--- config.mk ---
export PLATFORM = sky130hd
export DESIGN_NAME = bir_mac
export DESIGN_NICKNAME = d
export VERILOG_FILES = /design/src/rtl/bir_pkg.sv /design/src/rtl/bir_mac.sv
export SDC_FILE = /design/constraint.sdc
export NUM_CORES = 2
export LEC_CHECK = 0
export BUFFER_PORTS_ARGS = -buffer_cell sky130_fd_sc_hd__buf_2
export CORE_ASPECT_RATIO = 0.75
export CORE_MARGIN = 4
export CORE_UTILIZATION = 30
export DETAILED_ROUTE_END_ITERATION = 8
export PLACE_DENSITY_LB_ADDON = 0.1
export SYNTH_ARGS = -nofsm -noshare
export SYNTH_HDL_FRONTEND = slang
export SYNTH_SLANG_ARGS = --single-unit
--- constraint.sdc ---
create_clock -name clock -period 20.3 [get_ports clock]
set_input_delay 1.015 -clock clock [delete_from_list [all_inputs] [get_ports clock]]
set_output_delay 1.015 -clock clock [all_outputs]
set_load 0.05 [all_outputs]
--- src/rtl/bir_pkg.sv ---
`timescale 1ns / 1ps

package bir_pkg;

   localparam logic [8:0] MAX_WIDTH    = 9'd256;
   localparam logic [8:0] MAX_HEIGHT   = 9'd256;
   localparam logic [8:0] MAX_CHANNELS = 9'd4;

   localparam int STORE_DEPTH = 262144;
   localparam int ADDR_W      = 18;
   localparam int PIX_W       = 17;
   localparam int SIZE_W      = 9;
   localparam int COORD_W     = 8;
   localparam int CH_W        = 2;
   localparam int NCH_W       = 3;
   localparam int FRAC_W      = 16;
   localparam int STEP_W      = 24;
   localparam int POS_W       = 32;
   localparam int PLANE_W     = 17;
   localparam int TOTAL_W     = 19;
   localparam int H_W         = 33;
   localparam int V_W         = 49;
   localparam int CSR_IDX_W   = 3;

   localparam logic [PIX_W-1:0] ONE_Q16 = 17'd65536;

   typedef enum logic [CSR_IDX_W-1:0] {
      REG_SRC_WIDTH    = 3'd0,
      REG_SRC_HEIGHT   = 3'd1,
      REG_DST_WIDTH    = 3'd2,
      REG_DST_HEIGHT   = 3'd3,
      REG_NUM_CHANNELS = 3'd4
   } csr_reg_type;

   // effective geometry, stable whenever setup is not busy
   typedef struct packed {
      logic [SIZE_W-1:0]  sw;
      logic [SIZE_W-1:0]  sh;
      logic [SIZE_W-1:0]  dw;
      logic [SIZE_W-1:0]  dh;
      logic [NCH_W-1:0]   nch;
      logic [PLANE_W-1:0] plane;
      logic [TOTAL_W-1:0] total;
      logic [STEP_W-1:0]  col_step;
      logic [STEP_W-1:0]  row_step;
   } bir_geom_type;

   typedef struct packed {
      logic busy;
      logic restart;
   } bir_ctl_type;

   function automatic logic [SIZE_W-1:0] clamp_size(input logic [SIZE_W-1:0] v,
                                                    input logic [SIZE_W-1:0] lim);
      logic [SIZE_W-1:0] r;
      if (v == '0) begin
         r = 9'd1;
      end else if (v > lim) begin
         r = lim;
      end else begin
         r = v;
      end
      return r;
   endfunction

endpackage

--- src/rtl/bir_mac.sv ---
`timescale 1ns / 1ps

// acc = (base << 16) + weight * (other - base), registered
module bir_mac import bir_pkg::*; (
   input  logic              clock,
   input  logic              en,
   input  logic [H_W-1:0]    base,
   input  logic [H_W-1:0]    other,
   input  logic [FRAC_W-1:0] weight,
   output logic [V_W-1:0]    acc
);

   logic signed [H_W:0]   diff;
   logic signed [50:0]    prod;
   logic signed [50:0]    sum;
   logic [V_W-1:0]        acc_in;
   logic [V_W-1:0]        acc_ff;

   always_comb begin
      diff   = $signed({1'b0, other}) - $signed({1'b0, base});
      prod   = 51'($signed({1'b0, weight}) * diff);
      sum    = $signed({2'b00, base, {FRAC_W{1'b0}}}) + prod;
      acc_in = sum[V_W-1:0];
   end

   always_ff @(posedge clock) begin
      if (en) begin
         acc_ff <= acc_in;
      end
   end

   assign acc = acc_ff;

endmodule

# Word level (Yosys, flattened, before mapping)
# Cells that the tools add are included.
# totals
input_bits	84
output_inout_bits	49
reg_bits	49
# classes
addsub	2
mul	1
# op_table
op	n
adder 49 bit	1
multiplier 17 x 34 -> 49 bit	1
subtractor 33 x 33 -> 34 bit	1

# Depth between registers and ports, before layout
# depth
word_depth	3
mapped_depth	35
ltp_nobuf	33

# Least setup slack after synthesis
# No wires, ideal clock.
# synth_timing
kind	input to register
startpoint	in other[0]
endpoint	reg acc_ff[35] (netlist: acc[35]) (data pin)
setup_ps	265
path_buffers	1
setup_slack_ps	11824
cell_stages	31
arrival_time_ps	8211
path_cell_list	inv_1 ha_1 fa_1 nand2b_1 a21oi_2 o2111ai_4 a31oi_1 a21o_1 a21oi_1 xnor2_1 clkbuf_1 nand2_1 fa_1 fa_1 fa_1 inv_1 fa_1 fa_1 inv_1 fa_1 inv_1 ha_1 a211oi_1 o21ai_0 a311oi_1 o21ai_0 o21ai_0 nand2b_1 a21oi_1 o21ai_0 xor2_1
# synth_via
elab_chain_cells	3
# synth_lines
element	line	rtl
start: declaration	bir_mac.sv:8	input logic [H_W-1:0] other,
subtractor 33 x 33 -> 34 bit	bir_mac.sv:20	diff = $signed({1'b0, other}) - $signed({1'b0, base});
multiplier 17 x 34 -> 49 bit	bir_mac.sv:21	prod = 51'($signed({1'b0, weight}) * diff);
adder 49 bit	bir_mac.sv:22	sum = $signed({2'b00, base, {FRAC_W{1'b0}}}) + prod;
via sum[35]	bir_mac.sv:15	logic signed [50:0] sum;
end signal: assignment	bir_mac.sv:28	acc_ff <= acc_in;
end: declaration	bir_mac.sv:17	logic [V_W-1:0] acc_ff;
# The timed path passes the listed nets, and every way through them passes these cells.
# A chain may end at the register's enable or synchronous reset.

# Worst setup path in the final report
# layout_timing
startpoint	in base[0]
endpoint	reg acc_ff[35] (netlist: acc[35]) (data pin)
# layout_via
elab_chain_cells	3
# layout_lines
element	line	rtl
start: declaration	bir_mac.sv:7	input logic [H_W-1:0] base,
subtractor 33 x 33 -> 34 bit	bir_mac.sv:20	
multiplier 17 x 34 -> 49 bit	bir_mac.sv:21	
adder 49 bit *	bir_mac.sv:22	
via sum[35]	bir_mac.sv:15	
# The timed path passes the listed nets; every way through them passes the cells marked *.

==> flow_metrics.tcl <==
set metrics [dict create \
    run_status "completed" \
    synth_ff_type "edfxtp_1" \
    utilization_pct 33.0 \
    nFillCells 8433 \
    rsz0062_at_grt "false" \
    wl_um 76000 \
    slew_headroom_pct 13.2 \
    post-route-period-util_pct 48.5 \
    synth_nets 3441 \
    yosysUniqueCellTypes 66 \
    arrival_ps 9940 \
    syn_to_final_growth_pct 8.65 \
    drt-pass1-iter-count 5 \
    final_antenna_net_count 0 \
    synth-edff-count 49 \
    ys_async_sr_fraction_pct 0 \
    cap_violations 0 \
    grt_pass1_wl_um 117000 \
    worst_pin_slew_ps 1300 \
    port_buffers 132 \
    syn_inst 2647 \
    die_y_um 253 \
    yosys_warnings 0 \
    drc 0 \
    htree_levels 2 \
    core-area_mm2 0.0788 \
    clkSlewWorstSetupHoldPaths_ps 110 \
    setup_viol 0 \
    grt_max_degree 50 \
    report.final.slew_viol_count 0 \
    largest_reg_flops 49 \
    hold_violations 0 \
    dp_hpwl_um 62100 \
    globalplace.congestion 0.832 \
    wl_per_cell_um 20.2 \
    fin_ws_ps 10450 \
    period_needed_ps 9850 \
    drt_iter0_markers 892 \
    fmax_mhz 101 \
    clock_path_buffers 2 \
    grt_overflow 0 \
    synth.avg_cell_area_um2 9.04 \
    viasPerCell 4.51 \
    ys_seq_elements 49 \
    whs_ps 1360 \
    path_max_fanout 16 \
    ctsHoldBuffers 0 \
    start_kind "primary input" \
    cts_made_buffers 5 \
    cts.repair.resized 0 \
    tns_ps 0 \
    cts_setup_buffers 0 \
    hp-class "primary input to flip-flop" \
    yosysSeqAreaShare_pct 6.15 \
    antenna_found_initial 7 \
    synthesis.area_mm2 0.0239 \
    grt_util_all_layers_pct 18.5 \
    cts_root_buf "clkbuf_16" \
    path_class "primary input to flip-flop" \
    crit_path_end_kind "flip-flop" \
    pre_cts_slack_ps 9920 \
    die_area_mm2 0.0844 \
    core.rowCount 89 \
    clkSinkCount 49 \
    layout-drive-gt1-share_pct 7.90 \
    ios 133 \
    initial_core_util_pct 30.3 \
    cts_tree "yes" \
    layout.nets 3503 \
    fp.dieW_um 334 \
    cp.required_ps 20390 \
    grt_pass1_vias 18700 \
    routed-via-count 16900 \
]
[layer usage]
layer / share of wire, % / global-route usage [%]
met4: 0.93 / 2.29
met3: 5.1 / 3.53
met1: 53 / 29.0
met2: 41 / 26.8
met5: 0.097 / 0
[logic make-up after synthesis]
group	count (synthesis)	synth area share, %
simple gates	731	16.2
fa+ha+maj	710	54.2
buf+inv	832	13.2
flops	49	6.15
xor+xnor	87	3.25
compound gates	221	6.34
mux	17	0.727
[through the flow]
step                      instances  area (um^2)
after global routing           3756        26000
after global placement         3748        25800
after floorplan                2647        23900
after detailed placement       3748        25800
final                          3757        26000
after CTS                      3756        26000
[path summary, 6_finish.rpt]
check	end	from	depth (start not counted)	slack, ps
max	acc[35]	base[0]	28	10450
min	acc[3]	en	2	1360
[layout make-up]
cell class | count | area [um^2] | area share (%)
clock inverter | 3 | 43.8 | 0.169
sequential | 49 | 1470 | 5.66
timing repair buffer | 162 | 886 | 3.41
inverter | 725 | 2720 | 10.5
clock buffer | 5 | 125 | 0.481
multi-input combinational | 1766 | 19400 | 74.8
tap | 1046 | 1310 | 5.04
antenna | 1 | 2.50 | 0.00963
[critical path, cell delays in order]
cell	delay [ps]
buf_2	110
ha_1	220
fa_1	430
nand2b_1	210
a21oi_2	340
o2111ai_4	190
a31oi_1	410
xor2_2	810
nand2_1	170
fa_1	530
fa_1	520
fa_1	520
inv_1	60
fa_1	540
fa_1	520
inv_1	50
fa_1	510
inv_1	60
ha_1	300
o21a_1	170
o21a_1	120
o211ai_1	360
a2111oi_0	1000
o21ai_0	230
nand2b_1	120
a21oi_1	100
o21ai_0	210
xor2_1	90
[cells in the final DEF, fill, tap and decap left out, types with 7 or more instances in the layout]
cell type and instances:
xnor2_1 52, edfxtp_1 49, o21bai_1 8, buf_2 132, nor2b_1 35, nor3_1 14
and3_1 7, fa_1 542, nor3b_1 11, buf_4 30, nand2b_1 34, ha_1 168
o21ai_0 31, inv_1 725, a21oi_1 62, xnor2_2 14, a21o_1 43, and2_1 294
o21a_1 17, nand2_1 232, mux2i_1 14, nand3_1 18, nor2_1 58, xor2_1 16
[Yosys cell counts (4+ instances only)]
library cell,number,area [um^2]
a211o_1,4,35.0
a211oi_1,4,30.0
a21o_1,43,323
a21oi_1,63,315
a31oi_1,6,37.5
and2_1,294,1840
and3_1,7,43.8
and4_1,4,35.0
buf_1,5,18.8
buf_2,9,45.0
buf_4,5,37.5
clkbuf_1,87,327
edfxtp_1,49,1470
fa_1,542,10900
ha_1,168,2100
inv_1,725,2720
mux2i_1,14,140
nand2_1,232,871
nand2b_1,34,213
nand3_1,18,90.1
nand4_1,6,37.5
nor2_1,58,218
nor2b_1,35,219
nor3_1,15,75.1
nor3b_1,11,82.6
o211ai_1,6,45.0
o21a_1,17,128
o21ai_0,31,155
o21bai_1,8,60.1
o31ai_1,5,37.5
or3_1,4,25.0
or3b_2,5,43.8
xnor2_1,65,569
xor2_1,20,175
Power is not shown: default switching activity piles up to over one toggle a cycle in this logic, so the estimate is an artifact.
