`src/rtl/bir_pkg.sv`:
```
`timescale 1ns / 1ps

package bir_pkg;

   localparam logic [8:0] MAX_WIDTH    = 9'd256;
   localparam logic [8:0] MAX_HEIGHT   = 9'd256;
   localparam logic [8:0] MAX_CHANNELS = 9'd4;

   localparam int STORE_DEPTH = 262144;
   localparam int ADDR_W      = 18;
   localparam int PIX_W       = 17;
   localparam int SIZE_W      = 9;
   localparam int COORD_W     = 8;
   localparam int CH_W        = 2;
   localparam int NCH_W       = 3;
   localparam int FRAC_W      = 16;
   localparam int STEP_W      = 24;
   localparam int POS_W       = 32;
   localparam int PLANE_W     = 17;
   localparam int TOTAL_W     = 19;
   localparam int H_W         = 33;
   localparam int V_W         = 49;
   localparam int CSR_IDX_W   = 3;

   localparam logic [PIX_W-1:0] ONE_Q16 = 17'd65536;

   typedef enum logic [CSR_IDX_W-1:0] {
      REG_SRC_WIDTH    = 3'd0,
      REG_SRC_HEIGHT   = 3'd1,
      REG_DST_WIDTH    = 3'd2,
      REG_DST_HEIGHT   = 3'd3,
      REG_NUM_CHANNELS = 3'd4
   } csr_reg_type;

   // effective geometry, stable whenever setup is not busy
   typedef struct packed {
      logic [SIZE_W-1:0]  sw;
      logic [SIZE_W-1:0]  sh;
      logic [SIZE_W-1:0]  dw;
      logic [SIZE_W-1:0]  dh;
      logic [NCH_W-1:0]   nch;
      logic [PLANE_W-1:0] plane;
      logic [TOTAL_W-1:0] total;
      logic [STEP_W-1:0]  col_step;
      logic [STEP_W-1:0]  row_step;
   } bir_geom_type;

   typedef struct packed {
      logic busy;
      logic restart;
   } bir_ctl_type;

   function automatic logic [SIZE_W-1:0] clamp_size(input logic [SIZE_W-1:0] v,
                                                    input logic [SIZE_W-1:0] lim);
      logic [SIZE_W-1:0] r;
      if (v == '0) begin
         r = 9'd1;
      end else if (v > lim) begin
         r = lim;
      end else begin
         r = v;
      end
      return r;
   endfunction

endpackage

```
`src/rtl/bir_setup.sv`:
```
`timescale 1ns / 1ps

module bir_setup import bir_pkg::*; (
   input  logic                 clock,
   input  logic                 reset,
   input  logic                 csr_valid,
   output logic                 csr_ready,
   input  logic [CSR_IDX_W-1:0] csr_index,
   input  logic [SIZE_W-1:0]    csr_data,
   output bir_geom_type         geom,
   output bir_ctl_type          ctl
);

   typedef enum logic [2:0] {
      S_IDLE,
      S_PLANE,
      S_TOTAL,
      S_COL,
      S_ROW
   } setup_state_type;

   setup_state_type    state_ff, state_in;
   logic [SIZE_W-1:0]  sw_ff, sw_in, sh_ff, sh_in, dw_ff, dw_in, dh_ff, dh_in;
   logic [NCH_W-1:0]   nch_ff, nch_in;
   logic [PLANE_W-1:0] plane_ff, plane_in;
   logic [TOTAL_W-1:0] total_ff, total_in;
   logic [STEP_W-1:0]  col_step_ff, col_step_in, row_step_ff, row_step_in;
   logic [STEP_W-1:0]  num_ff, num_in;
   logic [7:0]         rem_ff, rem_in, den_ff, den_in;
   logic [4:0]         cnt_ff, cnt_in;
   logic               restart_ff, restart_in;

   logic               write_hit;
   logic [SIZE_W-1:0]  clamped;
   logic [SIZE_W-1:0]  sw_m1, sh_m1, dw_m1, dh_m1;
   logic [8:0]         rem_sh;
   logic [8:0]         rem_sub;
   logic               q_bit;
   logic [STEP_W-1:0]  quo;

   assign csr_ready = 1'b1;

   always_comb begin
      state_in    = state_ff;
      sw_in       = sw_ff;
      sh_in       = sh_ff;
      dw_in       = dw_ff;
      dh_in       = dh_ff;
      nch_in      = nch_ff;
      plane_in    = plane_ff;
      total_in    = total_ff;
      col_step_in = col_step_ff;
      row_step_in = row_step_ff;
      num_in      = num_ff;
      rem_in      = rem_ff;
      den_in      = den_ff;
      cnt_in      = cnt_ff;
      restart_in  = 1'b0;

      sw_m1 = sw_ff - 9'd1;
      sh_m1 = sh_ff - 9'd1;
      dw_m1 = dw_ff - 9'd1;
      dh_m1 = dh_ff - 9'd1;

      // one restoring divide step per cycle
      rem_sh  = {rem_ff, num_ff[STEP_W-1]};
      q_bit   = rem_sh >= {1'b0, den_ff};
      rem_sub = rem_sh - {1'b0, den_ff};
      quo     = {num_ff[STEP_W-2:0], q_bit};

      unique case (state_ff)
         S_IDLE: begin
         end
         S_PLANE: begin
            plane_in = PLANE_W'(sw_ff * sh_ff);
            state_in = S_TOTAL;
         end
         S_TOTAL: begin
            total_in = TOTAL_W'(plane_ff * nch_ff);
            num_in   = {sw_m1[7:0], {FRAC_W{1'b0}}};
            den_in   = dw_m1[7:0];
            rem_in   = '0;
            cnt_in   = '0;
            state_in = S_COL;
         end
         S_COL, S_ROW: begin
            num_in = quo;
            rem_in = q_bit ? rem_sub[7:0] : rem_sh[7:0];
            cnt_in = cnt_ff + 5'd1;
            if (cnt_ff == 5'(STEP_W - 1)) begin
               if (state_ff == S_COL) begin
                  // a single destination column means a step of zero
                  col_step_in = (dw_ff <= 9'd1) ? '0 : quo;
                  num_in      = {sh_m1[7:0], {FRAC_W{1'b0}}};
                  den_in      = dh_m1[7:0];
                  rem_in      = '0;
                  cnt_in      = '0;
                  state_in    = S_ROW;
               end else begin
                  row_step_in = (dh_ff <= 9'd1) ? '0 : quo;
                  state_in    = S_IDLE;
               end
            end
         end
         default: begin
            state_in = S_IDLE;
         end
      endcase

      write_hit = csr_valid;
      clamped   = '0;
      unique case (csr_index)
         REG_SRC_WIDTH: begin
            sw_in = clamp_size(csr_data, MAX_WIDTH);
         end
         REG_SRC_HEIGHT: begin
            sh_in = clamp_size(csr_data, MAX_HEIGHT);
         end
         REG_DST_WIDTH: begin
            dw_in = clamp_size(csr_data, MAX_WIDTH);
         end
         REG_DST_HEIGHT: begin
            dh_in = clamp_size(csr_data, MAX_HEIGHT);
         end
         REG_NUM_CHANNELS: begin
            clamped = clamp_size({6'd0, csr_data[NCH_W-1:0]}, MAX_CHANNELS);
            nch_in  = clamped[NCH_W-1:0];
         end
         default: begin
            write_hit = 1'b0;
         end
      endcase

      if (!write_hit) begin
         sw_in  = sw_ff;
         sh_in  = sh_ff;
         dw_in  = dw_ff;
         dh_in  = dh_ff;
         nch_in = nch_ff;
      end else begin
         restart_in = 1'b1;
         state_in   = S_PLANE;
      end
   end

   always_ff @(posedge clock) begin
      num_ff <= num_in;
      rem_ff <= rem_in;
      den_ff <= den_in;
      cnt_ff <= cnt_in;
      if (reset) begin
         state_ff    <= S_IDLE;
         sw_ff       <= 9'd1;
         sh_ff       <= 9'd1;
         dw_ff       <= 9'd1;
         dh_ff       <= 9'd1;
         nch_ff      <= 3'd3;
         plane_ff    <= 17'd1;
         total_ff    <= 19'd3;
         col_step_ff <= '0;
         row_step_ff <= '0;
         restart_ff  <= 1'b0;
      end else begin
         state_ff    <= state_in;
         sw_ff       <= sw_in;
         sh_ff       <= sh_in;
         dw_ff       <= dw_in;
         dh_ff       <= dh_in;
         nch_ff      <= nch_in;
         plane_ff    <= plane_in;
         total_ff    <= total_in;
         col_step_ff <= col_step_in;
         row_step_ff <= row_step_in;
         restart_ff  <= restart_in;
      end
   end

   always_comb begin
      geom.sw       = sw_ff;
      geom.sh       = sh_ff;
      geom.dw       = dw_ff;
      geom.dh       = dh_ff;
      geom.nch      = nch_ff;
      geom.plane    = plane_ff;
      geom.total    = total_ff;
      geom.col_step = col_step_ff;
      geom.row_step = row_step_ff;
      ctl.busy      = state_ff != S_IDLE;
      ctl.restart   = restart_ff;
   end

   a_write_starts_setup: assert property (@(posedge clock) disable iff (reset)
      write_hit |=> ctl.busy)
      else $error("register write did not start the setup sequence");

   a_restart_while_busy: assert property (@(posedge clock) disable iff (reset)
      ctl.restart |-> state_ff == S_PLANE)
      else $error("restart pulse outside the setup sequence");

   a_sizes_consistent: assert property (@(posedge clock) disable iff (reset)
      !ctl.busy |-> (plane_ff == PLANE_W'(sw_ff * sh_ff)) &&
                    (total_ff == TOTAL_W'(plane_ff * nch_ff)))
      else $error("plane or total size stale after setup");

endmodule

```
`config.mk`:
```
export PLATFORM = sky130hd
export DESIGN_NAME = bir_setup
export DESIGN_NICKNAME = d
export VERILOG_FILES = /design/src/rtl/bir_pkg.sv /design/src/rtl/bir_setup.sv
export SDC_FILE = /design/constraint.sdc
export NUM_CORES = 1
export LEC_CHECK = 0
export ABC_AREA = 1
export BUFFER_PORTS_ARGS = -buffer_cell sky130_fd_sc_hd__clkbuf_2
export CORE_ASPECT_RATIO = 0.7
export CORE_MARGIN = 3
export CORE_UTILIZATION = 55
export DETAILED_ROUTE_END_ITERATION = 10
export GPL_TIMING_DRIVEN = 0
export PLACE_DENSITY = 0.76
export SLEW_MARGIN = 15
export SYNTH_ARGS = -nofsm -noshare
export SYNTH_HDL_FRONTEND = slang
export SYNTH_SLANG_ARGS = --single-unit
```
`constraint.sdc`:
```
create_clock -name clock -period 12.5 [get_ports clock]
set_input_delay 1.25 -clock clock [delete_from_list [all_inputs] [get_ports clock]]
set_output_delay 1.25 -clock clock [all_outputs]
set_load 0.05 [all_outputs]
```
# Word level (Yosys, flattened, before mapping)
# Index checks and enable logic that the tools add are counted.
[totals]
regBits = 172
inputBits = 15
out_inout_bits = 126
word_cells = 88
[classes]
addsub = 6
n_mul = 2
magnitude_cmp = 5
n_eq_ne = 13
mux = 25
bitwise = 2
n_reduce_logical = 19
[op_table]
columns = ["cell", "count"]
rows = [
  ["24-bit 2-to-1 mux", 4],
  ["24-bit one-hot mux with 2 select lines", 1],
  ["8-bit 2-to-1 mux", 5],
  ["8-bit one-hot mux with 2 select lines", 2],
  ["8-bit by 1-bit subtractor with 8-bit output, second input constant", 4],
  ["17-bit by 3-bit multiplier with 19-bit output", 1],
  ["9-bit by 1-bit <= comparator with 1-bit output, second input constant", 2],
  ["9-bit 2-to-1 mux", 2],
  ["9-bit by 9-bit multiplier with 17-bit output", 1],
  ["2-bit AND reduction", 7],
  ["3-bit by 2-bit == test with 1-bit output, second input constant", 4],
  ["3-bit 2-to-1 mux", 4],
  ["3-bit one-hot mux with 4 select lines", 1],
  ["5-bit 2-to-1 mux", 2],
  ["5-bit one-hot mux with 2 select lines", 1],
  ["9-bit by 8-bit greater-or-equal comparator with 1-bit output", 1],
  ["9-bit > comparator, second input constant", 1],
  ["3-bit logical NOT", 3],
  ["9-bit logical NOT", 1],
  ["3-bit AND reduction", 3],
  ["8-bit subtractor", 1],
  ["3-bit by 1-bit == test with 1-bit output, second input constant", 2],
  ["3-bit == test, second input constant", 2],
  ["2-bit != test, second input constant", 3],
  ["other kinds (10)", 14],
]

# Logic depth before layout (Yosys ltp)
# Gate-level depths: netlist of the first run.
[logic_depth]
word_depth = 5
mapped_depth = 23
ltp_nobuf = 22

# Least setup slack after synthesis of the first run
# OpenSTA, ideal clock, no wires.
[synth_timing]
kind = "reg-to-reg"
start = "reg sh_ff[2]"
end = "reg plane_ff[12]"
setup_time_ns = 0.109
t_arrival_ns = 4.353
t_required_ns = 12.391
path_slack_ns = 8.038
path_stages_with_launch = 21
path_buffers = 1
period_less_slack_ns = 4.462
path_cell_list = "dfxtp_1 > clkbuf_1 > nand2_1 > fa_1 > inv_1 > fa_1 > inv_1 > fa_1 > fa_1 > inv_1 > ha_1 > nand2_1 > nand2_1 > a21oi_1 > nor2_1 > nor2_1 > nor2_1 > nor2_1 > nand2_1 > nand2_1 > inv_1"
[synth_between]
elab_chain_cells = 1
[synth_rtl]
columns = ["element", "line_no", "source"]
rows = [
  ["from (decl)", "bir_setup.sv:23", "logic [SIZE_W-1:0] sw_ff, sw_in, sh_ff, sh_in, dw_ff, dw_in, dh_ff, dh_in;"],
  ["from (signal assigned)", "bir_setup.sv:166", "sh_ff <= sh_in;"],
  ["9-bit by 9-bit multiplier with 17-bit output", "bir_setup.sv:75", "plane_in = PLANE_W'(sw_ff * sh_ff);"],
  ["to (signal assigned)", "bir_setup.sv:170", "plane_ff <= plane_in;"],
  ["to (decl)", "bir_setup.sv:25", "logic [PLANE_W-1:0] plane_ff, plane_in;"],
]
# No other way between the ends.
# A chain may end at the register's enable or synchronous reset.

# Final worst setup path of the first run
[layout_timing]
start = "reg sh_ff[5]"
end = "reg plane_ff[11]"
# The elaborated chain is that of the path after synthesis.

==> results of run 1 <==
## sequential cells by signal, summed over array words and instances (netlist names)
name / flops
col_step_ff: 24
num_ff: 24
row_step_ff: 24
total_ff: 19
plane_ff: 17
dh_ff: 9
dw_ff: 9
sh_ff: 9
sw_ff: 9
den_ff: 8
rem_ff: 8
cnt_ff: 5
nch_ff: 3
state_ff: 3
restart_ff: 1
## synthesized netlist by cell type (2+ instances only)
cell,instances
nand2_1,481
nor2_1,131
xnor2_1,12
a21oi_4,2
o21ai_0,74
o21bai_1,6
o211ai_1,9
buf_4,5
inv_1,344
o31ai_1,2
nand3_1,64
and2_1,2
nor4_1,4
o21ai_1,3
inv_2,5
o21a_1,7
nand2_2,4
xor2_1,13
a22oi_1,2
clkbuf_1,41
edfxtp_1,45
nor3_1,7
buf_2,13
nor2_2,3
o21ai_2,2
a21o_1,2
ha_1,66
dfxtp_1,127
a21oi_1,114
or2_2,2
fa_1,66
buf_6,3
nand4_1,6
## routing by layer
layer	global-route usage (%)	routed length, microns	part of all wire (%)	vias up
met5	0	0	0	-
met4	5.95	396	1.2	0
met3	7.41	3270	10	35
met2	40.1	13200	41	483
met1	41.1	15100	47	5138
li1	-	-	-	5446
## cells by family after synthesis
family / Yosys count / synth area share, %
AOI/OAI and AO/OA: 225 / 10.3
other: 1 / 0.0314
DFF: 172 / 32.6
adders and majority gates: 132 / 18.0
and+or+nand+nor: 711 / 23.8
xor gates and xnor gates: 25 / 1.83
buffers and inverters: 413 / 13.5
## critical path: stages (launching register included)
cell	delay (ps)
dfxtp_1	490
clkbuf_1	450
nand2_1	150
fa_1	530
fa_1	490
inv_1	60
fa_1	560
inv_1	70
fa_1	530
inv_1	50
ha_1	370
nand2_1	100
nand2_1	70
nand2_1	60
nand2_1	70
a21oi_1	140
xor2_1	200
nand2_1	90
nand2_1	80
inv_1	40
## per-stage QoR
stage / hold slack (ps) / setup slack (ps) / std cells / utilization [%]
after floorplan: 518 / 8040 / 1679 / -
after global placement: 456 / 7910 / 2094 / 61.8
after detailed placement: 457 / 7900 / 2095 / 61.9
after CTS: 468 / 7860 / 2127 / 64.8
after global routing: 484 / 7480 / 2127 / 64.8
final: 466 / 7820 / 2127 / 64.8
## area by class of cell
| type | count | area [sq um] |
|---|---|---|
| tap | 276 | 345 |
| sequential | 172 | 3890 |
| multi-input combinational | 1094 | 6450 |
| clock inverter | 12 | 145 |
| fill | 1891 | 7400 |
| buffer | 63 | 294 |
| clock buffer | 20 | 468 |
| timing repair buffer | 140 | 716 |
| inverter | 350 | 1310 |
## cells in the final DEF (no fill, tap or decap), types with 4 or more instances in the layout
| master | count |
|---|---|
| clkbuf_2 | 139 |
| nor3_1 | 7 |
| a21oi_1 | 114 |
| clkbuf_16 | 18 |
| nand2_1 | 480 |
| inv_6 | 4 |
| buf_2 | 13 |
| ha_1 | 66 |
| buf_4 | 5 |
| o21a_1 | 7 |
| o211ai_1 | 9 |
| nand3_1 | 64 |
| clkbuf_1 | 42 |
| nor2_1 | 131 |
| o21ai_1 | 4 |
| nor4_1 | 4 |
| o21ai_0 | 73 |
| inv_2 | 5 |
| nand4_1 | 6 |
| o21bai_1 | 6 |
| dfxtp_1 | 127 |
| xor2_1 | 13 |
| xnor2_1 | 12 |
| edfxtp_1 | 45 |
| fa_1 | 66 |
| nand2_2 | 5 |
| inv_1 | 344 |
## power groups by stage
stage / clock, mW / combinational, mW / sequential [mW]
CTS: 0.561 / 0.242 / 0.614
detailed placement: 0 / 0.240 / 0.626
floorplan: 0 / 0.133 / 0.666
global placement: 0 / 0.234 / 0.626
global route: 0.584 / 0.270 / 0.618
finish: 0.557 / 0.243 / 0.616
## worst min path at each step
stage / startpoint / end / slack, ps / cells past startpoint
final: row_step_ff[23] / row_step_ff[23] / 470 / 2
after global routing: row_step_ff[6] / row_step_ff[6] / 480 / 2
after CTS: row_step_ff[23] / row_step_ff[23] / 470 / 2
after detailed placement: row_step_ff[23] / row_step_ff[23] / 460 / 2
after global placement: row_step_ff[23] / row_step_ff[23] / 460 / 2
after floorplan: num_ff[17] / col_step_ff[18] / 520 / 2
==> flow_summary.json, run 1 <==
{
  "cts_setup_buffers": 0,
  "p_sw_mw": 0.437,
  "finalCritPeriodShare_pct": 37.5,
  "status": "complete, no violations",
  "syn-num-nets": 1826,
  "synth_area_leaders": "dfxtp_1, nand2_1, edfxtp_1",
  "drtIter0Drc": 1054,
  "antenna_found_initial": 0,
  "fmax_ghz": 0.213,
  "yosys.cell_types.count": 45,
  "crit_required_ps": 12830,
  "rr_startpoint": "sh_ff[5]",
  "diodes": 0,
  "num_vias": 11102,
  "coreArea_sq_um": 21000,
  "r2r_slack_ps": 7820,
  "synthArstFlopShare_pct": 0,
  "layout_min_cycle_time_ps": 4680,
  "cts_buffers": 17,
  "hold_path.class": "reg2reg",
  "cp_max_fo": 10,
  "netlist_instances": 1679,
  "cts_root_buffer": "clkbuf_16",
  "gp_congestion": 0.922,
  "dpl_cell_area_sq_um": 13000,
  "dp_hpwl_microns": 25400,
  "die_h_microns": 129,
  "nets": 1985,
  "switching_share_pct": 30.9,
  "finalHoldViolCount": 0,
  "vias_per_cell": 5.22,
  "endpoint_kind": "flop",
  "routed_wl_microns": 32000,
  "r2r-end": "plane_ff[11]",
  "area_growth_pct": 14.0,
  "arrival_ps": 5020,
  "path_clk_slew_ps": 70,
  "cts_sinks": 172,
  "grt_max_degree": 32,
  "max_slew_margin_pct": 31.7,
  "power_density_nw_per_um2": 104,
  "clkPwrFrac_pct": 39.4,
  "vdd_drop_max_mv": 0.101,
  "hold_buffers": 0,
  "slew_violations": 0,
  "syn_avg_cell_area_sq_um": 7.12,
  "crit_type": "reg2reg",
  "total_power_mw": 1.42,
  "htreeDepth": 4,
  "fin_skew_ps": 13.4,
  "yosysTopAreaCellShare_pct": 21.3,
  "clk_latency_ps": 440,
  "io_buffers": 139,
  "ys_seq_area_share_pct": 32.6,
  "grt.overflow.total": 0,
  "reg2reg_depth": 19,
  "ctsResizeCount": 0,
  "wl_per_cell_microns": 15.0,
  "netlist_area_sq_um": 11900,
  "synthFlopType": "dfxtp_1",
  "drc": 0,
  "startpoint": "sh_ff[5]",
  "yosys_register_bits": 172,
  "design_area_sq_um": 13600,
  "rsz0062_at_grt": "false",
  "route.antenna.remaining_nets": 0,
  "finalSetupViolations": 0,
  "p_seq_share_pct": 43.5,
  "grt_pass1_wl_microns": 51900,
  "tightest_slew_ps": 1020,
  "power.internal_mw": 0.979,
  "grt_pass1_vias": 10177,
  "cp-start-kind": "flop",
  "io_pins": 141,
  "die_w_microns": 182,
  "maxCapViolCount": 0,
  "rows": 44,
  "first_pass_iters": 6,
  "dieArea_sq_um": 23600,
  "worstSetupEndpoint": "plane_ff[11]",
  "yosysWarnings": 0,
  "grt_use_total_pct": 27.5,
  "drive_gt1_share_pct": 11.6,
  "power_frac_comb_pct": 17.2,
  "fin_setup_tns_ps": 0,
  "synth_top_area_cell": "dfxtp_1",
  "synth_edf_count": 45,
  "cts_tree": "yes",
  "p_leak_nw": 7.32,
  "cts.path.max_buffers": 2,
  "initial_utilization_pct": 56.8
}
Power figures use the tool's default switching activity.
==> run 2, diff against run 1 <==
==> constraint.sdc (replaced) <==
create_clock -name clock -period 4.9 [get_ports clock]
set_input_delay 0.49 -clock clock [delete_from_list [all_inputs] [get_ports clock]]
set_output_delay 0.49 -clock clock [all_outputs]
set_load 0.05 [all_outputs]
==> flow_summary.json, run 2 (synthesis gave the netlist of run 1 again) <==
{
  "whs_ps": 291,
  "finalCritPeriodShare_pct": 94.9,
  "cts_root_buffer": "clkbuf_16",
  "cp-start-kind": "flop",
  "fin_util_pct": 64.8,
  "power_density_nw_per_um2": 265,
  "grt_use_total_pct": 27.5,
  "layout_min_cycle_time_ps": 4650,
  "cp_max_fo": 10,
  "rr_startpoint": "sh_ff[7]",
  "dp_hpwl_microns": 25400,
  "num_vias": 11040,
  "diodes": 0,
  "grt_max_degree": 32,
  "final_common_cell": "nand2_1",
  "fin_skew_ps": 12.8,
  "vias_per_cell": 5.20,
  "fin_setup_tns_ps": 0,
  "grt.overflow.total": 0,
  "io_buffers": 139,
  "wl_per_cell_microns": 15.0,
  "die_w_microns": 182,
  "cts_tree": "yes",
  "crit_type": "reg2reg",
  "rows": 44,
  "antenna_found_initial": 0,
  "r2r_slack_ps": 250,
  "finalHoldViolCount": 0,
  "path_clk_slew_ps": 70,
  "io_pins": 141,
  "area_growth_pct": 14.1,
  "reg_top3": "col_step_ff (24), num_ff (24), row_step_ff (24)",
  "drtIter0Drc": 1081,
  "grt_pass1_vias": 10177,
  "cts.path.max_buffers": 2,
  "rsz0062_at_grt": "false",
  "hold_start": "csr_data[1]",
  "initial_utilization_pct": 56.8,
  "drive_gt1_share_pct": 12.1,
  "cts_buffers": 17,
  "maxCapViolCount": 0,
  "clk_latency_ps": 440,
  "tightest_slew_ps": 1020,
  "finalSetupViolations": 0,
  "grt_pass1_wl_microns": 51900,
  "crit_required_ps": 5230,
  "nets": 1983,
  "max_slew_margin_pct": 31.6,
  "htreeDepth": 4,
  "p_leak_nw": 7.35,
  "layout_common_cells": "nand2_1, inv_1, clkbuf_2",
  "reg2reg_depth": 19,
  "hold_path.class": "in2reg",
  "route.antenna.remaining_nets": 0,
  "fmax_ghz": 0.215,
  "vdd_drop_max_mv": 0.256,
  "coreArea_sq_um": 21000,
  "min_to": "nch_ff[1]",
  "status": "complete, no violations",
  "first_pass_iters": 6,
  "slew_violations": 0,
  "drc": 0,
  "total_power_mw": 3.61,
  "holdPathStages": 3,
  "r2r-end": "plane_ff[11]",
  "die_h_microns": 129,
  "hold_buffers": 0,
  "endpoint_kind": "flop",
  "cts_sinks": 172,
  "dieArea_sq_um": 23600,
  "routed_wl_microns": 31900,
  "arrival_ps": 4980,
  "gp_congestion": 0.922
}
## run 2: cell type report
class	instances	area (sq um)
Fill cell	1892	7400
Multi-Input combinational cell	1094	6450
Sequential cell	172	3890
Inverter	350	1310
Timing Repair Buffer	140	716
Clock buffer	20	468
Tap cell	276	345
Buffer	61	298
Clock inverter	12	145
## run 2: how the worst max path moves through the flow
stage	from	cells past startpoint	endpoint	slack, ps
floorplan	sh_ff[2]	20	plane_ff[12]	440
detailed placement	sh_ff[5]	19	plane_ff[11]	300
finish	sh_ff[7]	19	plane_ff[11]	250
CTS	sh_ff[5]	19	plane_ff[11]	260
global route	sh_ff[7]	20	plane_ff[14]	9
global placement	sw_ff[1]	19	plane_ff[11]	310
## run 2: power by group
group	switching [mW]	internal, mW	leakage, nW
sequential	0.0586	1.51	1.45
combinational	0.443	0.176	5.60
clock	0.609	0.807	0.296
## run 2: critical path, cell delays in order (launching register included)
cell and delay [ps]:
dfxtp_1 470, clkbuf_1 400, nand2_1 160, fa_1 520
fa_1 540, inv_1 60, fa_1 560, inv_1 70
fa_1 540, inv_1 50, ha_1 370, nand2_1 100
nand2_1 70, nand2_1 60, nand2_1 60, a21oi_1 140
xor2_1 200, nand2_1 90, nand2_1 80, inv_1 30
## run 2: metal layers
| layer | GRT usage (%) | vias up | share of wire (%) | routed length [microns] |
|---|---|---|---|---|
| met2 | 40.1 | 447 | 41 | 13200 |
| met3 | 7.41 | 28 | 10 | 3260 |
| li1 | - | 5441 | - | - |
| met1 | 41.1 | 5124 | 47 | 15100 |
| met5 | 0 | - | 0 | 0 |
| met4 | 5.95 | 0 | 1.2 | 387 |
## run 2: through the flow
stage	worst slack, ps	instances	cell area (sq um)
3_5_place_dp	299	2095	13000
2_1_floorplan	438	1679	11900
6_report	252	2125	13600
3_3_place_gp	314	2094	13000
4_1_cts	264	2127	13600
5_1_grt	8.73	2125	13600
## run 2: timing repair
action	in CTS	in global routing
buffers inserted	0	0
endpoints found under the setup margin	0	5
gates resized for setup	0	18
